[src/design/hhf_pkg.sv]
`timescale 1ns / 1ps
// ----------------------------------------------------------------------------
// hhf_pkg: shared types and constants of the heater controller
// Mode codes, register indexes, field widths and the config bundle.
// ----------------------------------------------------------------------------
package hhf_pkg;

    localparam int TEMP_W   = 9;
    localparam int HYST_W   = 8;
    localparam int SETTLE_W = 32;
    localparam int STAMP_W  = 32;
    localparam int BYTE_W   = 8;
    localparam int CFG_W    = 32;
    localparam int CFG_IDX_W = 2;

    // temperature reported for a failed sensor read
    localparam logic signed [TEMP_W-1:0] FAIL_TEMP = -9'sd200;

    localparam logic signed [TEMP_W-1:0] TARGET_RST   = 9'sd80;
    localparam logic [HYST_W-1:0]        HYST_RST     = 8'd4;
    localparam logic signed [TEMP_W-1:0] OVERHEAT_RST = 9'sd100;
    localparam logic [SETTLE_W-1:0]      SETTLE_RST   = 32'd5000;

    typedef enum logic [2:0] {
        MODE_IDLE = 3'd0,
        MODE_HEAT = 3'd1,
        MODE_STAB = 3'd2,
        MODE_DONE = 3'd3,
        MODE_OVER = 3'd4
    } t_mode;

    typedef enum logic [CFG_IDX_W-1:0] {
        CFG_TARGET   = 2'd0,
        CFG_HYST     = 2'd1,
        CFG_OVERHEAT = 2'd2,
        CFG_SETTLE   = 2'd3
    } t_cfg_idx;

    typedef struct packed {
        logic signed [TEMP_W-1:0] target;
        logic [HYST_W-1:0]        hyst;
        logic signed [TEMP_W-1:0] overheat;
        logic [SETTLE_W-1:0]      settle;
    } t_cfg;

endpackage

[src/design/hhf_decode.sv]
`timescale 1ns / 1ps
// ----------------------------------------------------------------------------
// hhf_decode: sensor byte decoder
// Builds the signed half-degree temperature from the two sensor bytes.
// ----------------------------------------------------------------------------
module hhf_decode (
    input  logic [hhf_pkg::BYTE_W-1:0]        i_msb,
    input  logic [hhf_pkg::BYTE_W-1:0]        i_lsb,
    input  logic                              i_read_ok,
    output logic signed [hhf_pkg::TEMP_W-1:0] o_temp
);
    import hhf_pkg::*;

    // integer degrees plus the half-degree bit, read as two's complement
    always_comb begin
        if (i_read_ok) begin
            o_temp = signed'({i_msb, i_lsb[BYTE_W-1]});
        end else begin
            o_temp = FAIL_TEMP;
        end
    end

endmodule

[src/design/hhf_cfg.sv]
`timescale 1ns / 1ps
// ----------------------------------------------------------------------------
// hhf_cfg: configuration registers
// Target, hysteresis band, overheat limit and settle time.
// ----------------------------------------------------------------------------
module hhf_cfg (
    input  logic                            i_clk,
    input  logic                            i_rst_n,
    input  logic                            i_we,
    input  logic [hhf_pkg::CFG_IDX_W-1:0]   i_idx,
    input  logic [hhf_pkg::CFG_W-1:0]       i_data,
    output hhf_pkg::t_cfg                   o_cfg
);
    import hhf_pkg::*;

    t_cfg r_cfg;

    always_ff @(posedge i_clk) begin
        if (!i_rst_n) begin
            r_cfg.target   <= TARGET_RST;
            r_cfg.hyst     <= HYST_RST;
            r_cfg.overheat <= OVERHEAT_RST;
            r_cfg.settle   <= SETTLE_RST;
        end else if (i_we) begin
            case (t_cfg_idx'(i_idx))
                CFG_TARGET:   r_cfg.target   <= signed'(i_data[TEMP_W-1:0]);
                CFG_HYST:     r_cfg.hyst     <= i_data[HYST_W-1:0];
                CFG_OVERHEAT: r_cfg.overheat <= signed'(i_data[TEMP_W-1:0]);
                CFG_SETTLE:   r_cfg.settle   <= i_data[SETTLE_W-1:0];
                default:      r_cfg          <= r_cfg;
            endcase
        end
    end

    assign o_cfg = r_cfg;

endmodule

[src/design/hhf_ctrl.sv]
`timescale 1ns / 1ps
// ----------------------------------------------------------------------------
// hhf_ctrl: thermostat mode machine
// Hysteresis heating, timed stabilizing and the overheat override.
// ----------------------------------------------------------------------------
module hhf_ctrl #(
    parameter int TIME_BITS = 32
) (
    input  logic                              i_clk,
    input  logic                              i_rst_n,
    input  logic                              i_step,
    input  logic signed [hhf_pkg::TEMP_W-1:0] i_temp,
    input  logic [hhf_pkg::STAMP_W-1:0]       i_now,
    input  hhf_pkg::t_cfg                     i_cfg,
    output hhf_pkg::t_mode                    o_mode,
    output logic                              o_heater,
    output logic                              o_led
);
    import hhf_pkg::*;

    localparam int CMP_W = (TIME_BITS > SETTLE_W) ? TIME_BITS : SETTLE_W;

    t_mode                r_mode, n_mode;
    logic                 r_heater, n_heater;
    logic                 r_led, n_led;
    logic [TIME_BITS-1:0] r_entry, n_entry;

    logic [TIME_BITS-1:0]      now_t;
    logic [TIME_BITS-1:0]      elapsed;
    logic                      settled;
    logic signed [TEMP_W:0]    low_band;
    logic                      below_low;
    logic                      below_target;
    logic                      hot;
    logic                      moved;

    assign now_t        = TIME_BITS'(i_now);
    assign elapsed      = now_t - r_entry;
    assign settled      = CMP_W'(elapsed) >= CMP_W'(i_cfg.settle);
    assign low_band     = (TEMP_W+1)'(i_cfg.target) - signed'({2'b00, i_cfg.hyst});
    assign below_low    = (TEMP_W+1)'(i_temp) < low_band;
    assign below_target = i_temp < i_cfg.target;
    assign hot          = i_temp >= i_cfg.overheat;

    always_ff @(posedge i_clk) begin
        if (!i_rst_n) begin
            r_mode   <= MODE_IDLE;
            r_heater <= 1'b0;
            r_led    <= 1'b0;
            r_entry  <= '0;
        end else if (i_step) begin
            r_mode   <= n_mode;
            r_heater <= n_heater;
            r_led    <= n_led;
            r_entry  <= n_entry;
        end
    end

    always_comb begin
        n_mode   = r_mode;
        n_heater = r_heater;
        n_led    = r_led;
        moved    = 1'b0;
        case (r_mode)
            MODE_IDLE: begin
                if (below_low) begin
                    n_mode = MODE_HEAT;
                    moved  = 1'b1;
                end
            end
            MODE_HEAT: begin
                n_heater = 1'b1;
                if (!below_target) begin
                    n_mode = MODE_STAB;
                    moved  = 1'b1;
                end
            end
            MODE_STAB: begin
                n_heater = 1'b0;
                if (settled) begin
                    n_mode = MODE_DONE;
                    moved  = 1'b1;
                end
            end
            MODE_DONE: begin
                n_heater = 1'b0;
                if (below_low) begin
                    n_mode = MODE_HEAT;
                    moved  = 1'b1;
                end
            end
            MODE_OVER: begin
                n_heater = 1'b0;
                n_led    = 1'b1;
                if (below_target) begin
                    n_led  = 1'b0;
                    n_mode = MODE_IDLE;
                    moved  = 1'b1;
                end
            end
            default: begin
                n_mode = r_mode;
            end
        endcase
        // overheat override, heater and led follow on the next reading
        if (hot && n_mode != MODE_OVER) begin
            n_mode = MODE_OVER;
            moved  = 1'b1;
        end
        n_entry = moved ? now_t : r_entry;
    end

    assign o_mode   = n_mode;
    assign o_heater = n_heater;
    assign o_led    = n_led;

    // led is only lit while overheated
    a_led_over: assert property (@(posedge i_clk) disable iff (!i_rst_n)
        r_led |-> r_mode == MODE_OVER)
        else $error("warning led lit outside overheat");

    // target reached never drives the heater
    a_done_cold: assert property (@(posedge i_clk) disable iff (!i_rst_n)
        r_mode == MODE_DONE |-> !r_heater)
        else $error("heater on in target reached");

    // state moves only on a reading
    a_hold: assert property (@(posedge i_clk) disable iff (!i_rst_n)
        !i_step |=> $stable(r_mode) && $stable(r_entry))
        else $error("state changed without a reading");

endmodule

[src/design/heater_hysteresis_fsm.sv]
`timescale 1ns / 1ps
// ----------------------------------------------------------------------------
// heater_hysteresis_fsm: thermostat controller with hysteresis and overheat
// One temperature reading in, one mode/heater/led/temperature word out.
// ----------------------------------------------------------------------------
// Each input word is one sensor reading; each produces exactly one result
// word, in order. A word passes an input register, then the decode and mode
// logic, then the result register. A new reading is taken every cycle,
// throughput set only by the output handshake (the input register takes
// one more word while a result waits, then stalls). Temperatures are signed
// half-degree values; a failed read counts as -200 half-degrees.
// Modes: 0 idle, 1 heating, 2 stabilizing, 3 target reached, 4 overheat.
// The settle timer compares now_ms against the timestamp of the last mode
// change modulo 2^TIME_BITS. Configuration writes are taken at any edge
// with i_cfg_we high; write them only while no reading is in flight.
// ----------------------------------------------------------------------------
module heater_hysteresis_fsm #(
    parameter int TIME_BITS = 32
) (
    input  logic                             i_clk,
    input  logic                             i_rst_n,
    // reading stream
    input  logic                             i_s_axis_tvalid,
    output logic                             o_s_axis_tready,
    // [7:0] sensor_msb, [15:8] sensor_lsb, [47:16] now_ms
    input  logic [47:0]                      i_s_axis_tdata,
    // [0] read_ok
    input  logic                             i_s_axis_tuser,
    // result stream
    output logic                             o_m_axis_tvalid,
    input  logic                             i_m_axis_tready,
    // [2:0] mode, [3] heater_on, [4] warning_led, [13:5] temp_half_c, [15:14] zero
    output logic [15:0]                      o_m_axis_tdata,
    // configuration write port
    input  logic                             i_cfg_we,
    input  logic [hhf_pkg::CFG_IDX_W-1:0]    i_cfg_idx,
    input  logic [hhf_pkg::CFG_W-1:0]        i_cfg_data
);
    import hhf_pkg::*;

    // input register
    logic                     r_in_valid;
    logic [BYTE_W-1:0]        r_msb;
    logic [BYTE_W-1:0]        r_lsb;
    logic                     r_ok;
    logic [STAMP_W-1:0]       r_now;

    // result register
    logic                     r_out_valid;
    t_mode                    r_mode;
    logic                     r_heater;
    logic                     r_led;
    logic signed [TEMP_W-1:0] r_temp;

    logic                     advance;   // result register free this cycle
    logic                     s_accept;
    logic                     step;      // reading moves into the result register
    logic signed [TEMP_W-1:0] temp;
    t_cfg                     cfg;
    t_mode                    step_mode;
    logic                     step_heater;
    logic                     step_led;

    assign advance         = !r_out_valid || i_m_axis_tready;
    assign o_s_axis_tready = !r_in_valid || advance;
    assign s_accept        = i_s_axis_tvalid && o_s_axis_tready;
    assign step            = r_in_valid && advance;

    always_ff @(posedge i_clk) begin
        if (!i_rst_n) begin
            r_in_valid <= 1'b0;
        end else if (s_accept) begin
            r_in_valid <= 1'b1;
        end else if (advance) begin
            r_in_valid <= 1'b0;
        end
    end

    always_ff @(posedge i_clk) begin
        if (s_accept) begin
            r_msb <= i_s_axis_tdata[7:0];
            r_lsb <= i_s_axis_tdata[15:8];
            r_now <= i_s_axis_tdata[47:16];
            r_ok  <= i_s_axis_tuser;
        end
    end

    hhf_decode u_decode (
        .i_msb     (r_msb),
        .i_lsb     (r_lsb),
        .i_read_ok (r_ok),
        .o_temp    (temp)
    );

    hhf_cfg u_cfg (
        .i_clk   (i_clk),
        .i_rst_n (i_rst_n),
        .i_we    (i_cfg_we),
        .i_idx   (i_cfg_idx),
        .i_data  (i_cfg_data),
        .o_cfg   (cfg)
    );

    hhf_ctrl #(
        .TIME_BITS (TIME_BITS)
    ) u_ctrl (
        .i_clk    (i_clk),
        .i_rst_n  (i_rst_n),
        .i_step   (step),
        .i_temp   (temp),
        .i_now    (r_now),
        .i_cfg    (cfg),
        .o_mode   (step_mode),
        .o_heater (step_heater),
        .o_led    (step_led)
    );

    // result valid follows the input register whenever the output is free
    always_ff @(posedge i_clk) begin
        if (!i_rst_n) begin
            r_out_valid <= 1'b0;
        end else if (advance) begin
            r_out_valid <= r_in_valid;
        end
    end

    always_ff @(posedge i_clk) begin
        if (step) begin
            r_mode   <= step_mode;
            r_heater <= step_heater;
            r_led    <= step_led;
            r_temp   <= temp;
        end
    end

    assign o_m_axis_tvalid = r_out_valid;
    assign o_m_axis_tdata  = {2'b00, r_temp, r_led, r_heater, r_mode};

    // both registers full and output stalled: no room for another word
    a_full_stall: assert property (@(posedge i_clk) disable iff (!i_rst_n)
        (r_in_valid && r_out_valid && !i_m_axis_tready) |-> !o_s_axis_tready)
        else $error("reading taken with no room");

    // a pending reading is always followed by a valid result
    a_step_valid: assert property (@(posedge i_clk) disable iff (!i_rst_n)
        step |=> r_out_valid)
        else $error("reading stepped but result not valid");

endmodule

[config.mk]
export PLATFORM = sky130hd
export DESIGN_NAME = heater_hysteresis_fsm
export DESIGN_NICKNAME = d
export VERILOG_FILES = /design/src/design/hhf_pkg.sv /design/src/design/hhf_decode.sv /design/src/design/hhf_cfg.sv /design/src/design/hhf_ctrl.sv /design/src/design/heater_hysteresis_fsm.sv
export SDC_FILE = /design/constraint.sdc
export NUM_CORES = 1
export LEC_CHECK = 0
export BUFFER_PORTS_ARGS = -buffer_cell sky130_fd_sc_hd__buf_2
export CAP_MARGIN = 25
export CORE_MARGIN = 2
export CORE_UTILIZATION = 45
export CTS_CLUSTER_SIZE = 14
export DETAILED_ROUTE_END_ITERATION = 8
export PLACE_DENSITY_LB_ADDON = 0.08
export SLEW_MARGIN = 20
export SYNTH_ARGS = -nofsm -noshare
export SYNTH_HDL_FRONTEND = slang
export SYNTH_SLANG_ARGS = --single-unit
export TNS_END_PERCENT = 1
[constraint.sdc]
create_clock -name i_clk -period 4.2 [get_ports i_clk]
set_input_delay 1.05 -clock i_clk [delete_from_list [all_inputs] [get_ports i_clk]]
set_output_delay 1.05 -clock i_clk [all_outputs]
set_load 0.01 [all_outputs]
==> impl_results.md <==
* Global route total overflow at 0
* Worst reg2reg setup slack at -0.61 ns
* Capturing point of the worst reg2reg path: u_ctrl.r_entry[0]
* Die Span X at 146 µm
* Power Density at 376 nW/µm²
* Dpl ws at -0.729 ns
* #FFs+latches synth at 153
* Clock transition at path regs at 0.06 ns
* DRC errors left at 0
* ANT nets after route at 0
* Die Ht at 146 µm
* Core area at 19600 µm²
* Reg2reg path depth at 22
* Clock Sinks at 153
* Yosys warnings at 0
* Setup crit start kind: flop
* Clock Tree Buf Depth at 2
* First-pass GRT wire length at 33100 µm
* Htree depth at 4
* Critical Path Max Stage Delay at 0.38 ns
* Avg Inst Size Synth at 9.07 µm²
* Total wire length at 19600 µm
* Std-Cell Rows at 51
* Largest net degree at the start of global routing at 74
* Pre-antenna DRT Iters at 5
* Routed len/inst at 13.6 µm
* Hold Path Stages at 2
* CTS Buf Count at 17
* Via Count at 7073
* Total Routing Usage GR at 19.3%
* Final nets at 1343
* CTS tree: yes
* Max-Slew Margin vs Limit at 45.7%
* CTS Root Cell: clkbuf_16
* Vias in the first global route at 6870
* Final setup margin at -0.608 ns
* CP cell instances: inv_1 -> ha_2 -> inv_2 -> fa_2 -> a211oi_2 -> o211ai_1 -> a41oi_2 -> a2111oi_4 -> o211ai_1 -> a21boi_1 -> or2_4 -> o211ai_1 -> ha_1 -> nand4_1 -> nor4_2 -> o211ai_1 -> o21ai_2 -> o221ai_2 -> a211oi_4 -> buf_6 -> buf_12 -> mux2i_1
* Post-layout min period at 4.81 ns
* Clk_lat worst skew at 0.43 ns
* Power after layout at 4.16 mW
* Sequential area share after synthesis at 40.1%
* Final slew viol count at 0
* Min-delay worst type: flop to flop
* Initial Utilization at 46.2%
* Io pins at 106
* Final worst-path cycle share at 114%
* Vias per cell at 4.93
* Hold Fails Final Rpt at 0
* Post-DP HPWL at 14400 µm
* Port bufs at 96
* Critical path class: flop to flop
* Failing checks: negative setup slack
* Synth Instances at 997
* Most used cell, CP: o211ai_1
* RSZ-0062 raised after global routing: true
* ANT cells at 0
* CP arrival at 5.15 ns
* Fmax at 0.208 GHz
* Post-synthesis cell type count at 61
* Worst-margin pin slew at 0.811 ns
* Maxcap violations at 0
* Share of cells above drive strength 1 at 19.6%
* CP required at 4.55 ns
* Setup Viol. Count Final at 34
* Area Overhead vs Synth at 22.2%
* Crit path capture type: flop
* Die ar. at 21200 µm²
* GPL Wtd Cong at 0.812
* Fin Clk Skew at 0.0124 ns
* Synth Flop Type: dfxtp_1
* Worst Setup SP: r_now[0]
* Worst-path cell with the longest stage delay: edfxtp_1
* FFs w/ async S/R, synth at 0%
* Starting DRT DRC Count at 242
* Number of flops mapped to enable cells by yosys at 56
* Initial antenna violation count at 0
* VDD IR max at 276 µV
* Critical R2R Launch: r_now[0]
* CP max FO at 8
* Pleak at 4.62 nW
* Synthesized cell area at 9040 µm²
* Run status: finished with violations
* Critical Path End: u_ctrl.r_entry[0]
==> how the worst min path moves through the flow <==
stage | to | startpoint | slack, ns
after floorplan | u_ctrl.r_entry[10] | u_ctrl.r_entry[10] | 0.43
after global placement | u_ctrl.r_entry[11] | u_ctrl.r_entry[11] | 0.44
after detailed placement | u_ctrl.r_entry[12] | u_ctrl.r_entry[12] | 0.45
after CTS | u_ctrl.r_entry[16] | u_ctrl.r_entry[16] | 0.46
after global routing | u_ctrl.r_entry[13] | u_ctrl.r_entry[13] | 0.47
final | u_ctrl.r_entry[16] | u_ctrl.r_entry[16] | 0.45
==> kinds of logic after synthesis <==
| family | after synthesis | synth area share, % |
|---|---|---|
| buffers and inverters | 145 | 6.43 |
| DFF | 153 | 40.1 |
| muxes | 37 | 4.12 |
| AOI/OAI and AO/OA | 229 | 17.7 |
| and+or+nand+nor | 303 | 14.9 |
| other | 1 | 0.0415 |
| xor gates and xnor gates | 30 | 2.91 |
| adders and majority gates | 99 | 13.9 |
==> routing by layer <==
metal / track usage (%) / wire length (µm) / up-vias
li1: - / - / 3749
met3: 3.54 / 654 / 24
met5: 0 / 0 / -
met4: 6.13 / 334 / 0
met2: 32.2 / 9020 / 116
met1: 25.3 / 9540 / 3184
==> synth_stat cells (all sizes together) (6+ instances only) <==
cell type  number  area share [%]
nand2b         14            0.97
a21o           32             2.7
o211ai         21             1.7
nand3           8            0.44
a21oi          57             3.2
mux2i          35             3.9
buf            10            0.83
nor2           33             1.4
nor3            8            0.44
o21ai          27             1.5
clkbuf         26             1.1
xor2           10            0.97
nor2b          22             1.5
o21a            7            0.58
dfxtp          97              21
edfxtp         56              19
nand4           6            0.42
and2            8            0.55
nand2         182             7.6
inv           108             4.5
xnor2          20             1.9
ha             97              13
a21boi         44             3.7
==> critical path: cells and delay by family, from the launching register on <==
kind	cells	cell delay, ns
AOI/OAI and AO/OA	11	2.28
adders and majority gates	3	0.70
DFF	1	0.38
buffers and inverters	4	0.45
and+or+nand+nor	3	0.69
muxes	1	0.21
==> registers in the layout (all words and copies together) (netlist names), 3 cells and up <==
| signal | flops |
|---|---|
| r_mode | 3 |
| r_msb | 8 |
| r_now | 32 |
| r_temp | 9 |
| u_cfg.o_cfg | 58 |
| u_ctrl.r_entry | 32 |
| u_ctrl.r_mode | 3 |
==> layout make-up <==
| cell class | count | area, µm² |
|---|---|---|
| fillers | 1848 | 8540 |
| well taps | 265 | 332 |
| inverters | 109 | 409 |
| flip-flops and latches | 153 | 3620 |
| repair buffers | 175 | 1170 |
| multi-input cells | 700 | 4930 |
| clock buffers | 23 | 500 |
| clock inverters | 9 | 81.3 |
==> power breakdown <==
| group | switching (mW) | internal, mW | total, mW |
|---|---|---|---|
| Combinational | 0.507 | 0.478 | 0.985 |
| Clock | 0.614 | 0.904 | 1.52 |
| Sequential | 0.0378 | 1.62 | 1.65 |
==> what timing repair did <==
item	CTS	global route
gates cloned	2	1
hold buffers	0	0
setup endpoints to repair	34	34
buffers inserted	4	1
pin swaps	14	12
gates resized for setup	9	1
==> through the flow <==
stage | setup TNS [ns] | instances | hold slack, ns | cell area [µm²] | utilization [%]
floorplan | -2.67 | 998 | 0.435 | 9090 | -
global placement | -19.54 | 1392 | 0.442 | 10300 | 52.4
detailed placement | -22.56 | 1394 | 0.448 | 10300 | 52.6
CTS | -21.38 | 1432 | 0.458 | 11000 | 56.2
global route | -27.43 | 1434 | 0.475 | 11100 | 56.4
finish | -18.75 | 1434 | 0.455 | 11100 | 56.4
==> placed cells by master, fill, tap and decap left out, types with 35 or more instances in the layout <==
cell type  netlist  layout
nand2_1        182     182
mux2i_1         35      35
a21boi_0        44      43
buf_4            4      72
inv_1          108     107
buf_2            0      95
edfxtp_1        56      56
dfxtp_1         97      97
a21oi_1         57      57
ha_1            97      95
(Power assumes the default switching activity.)
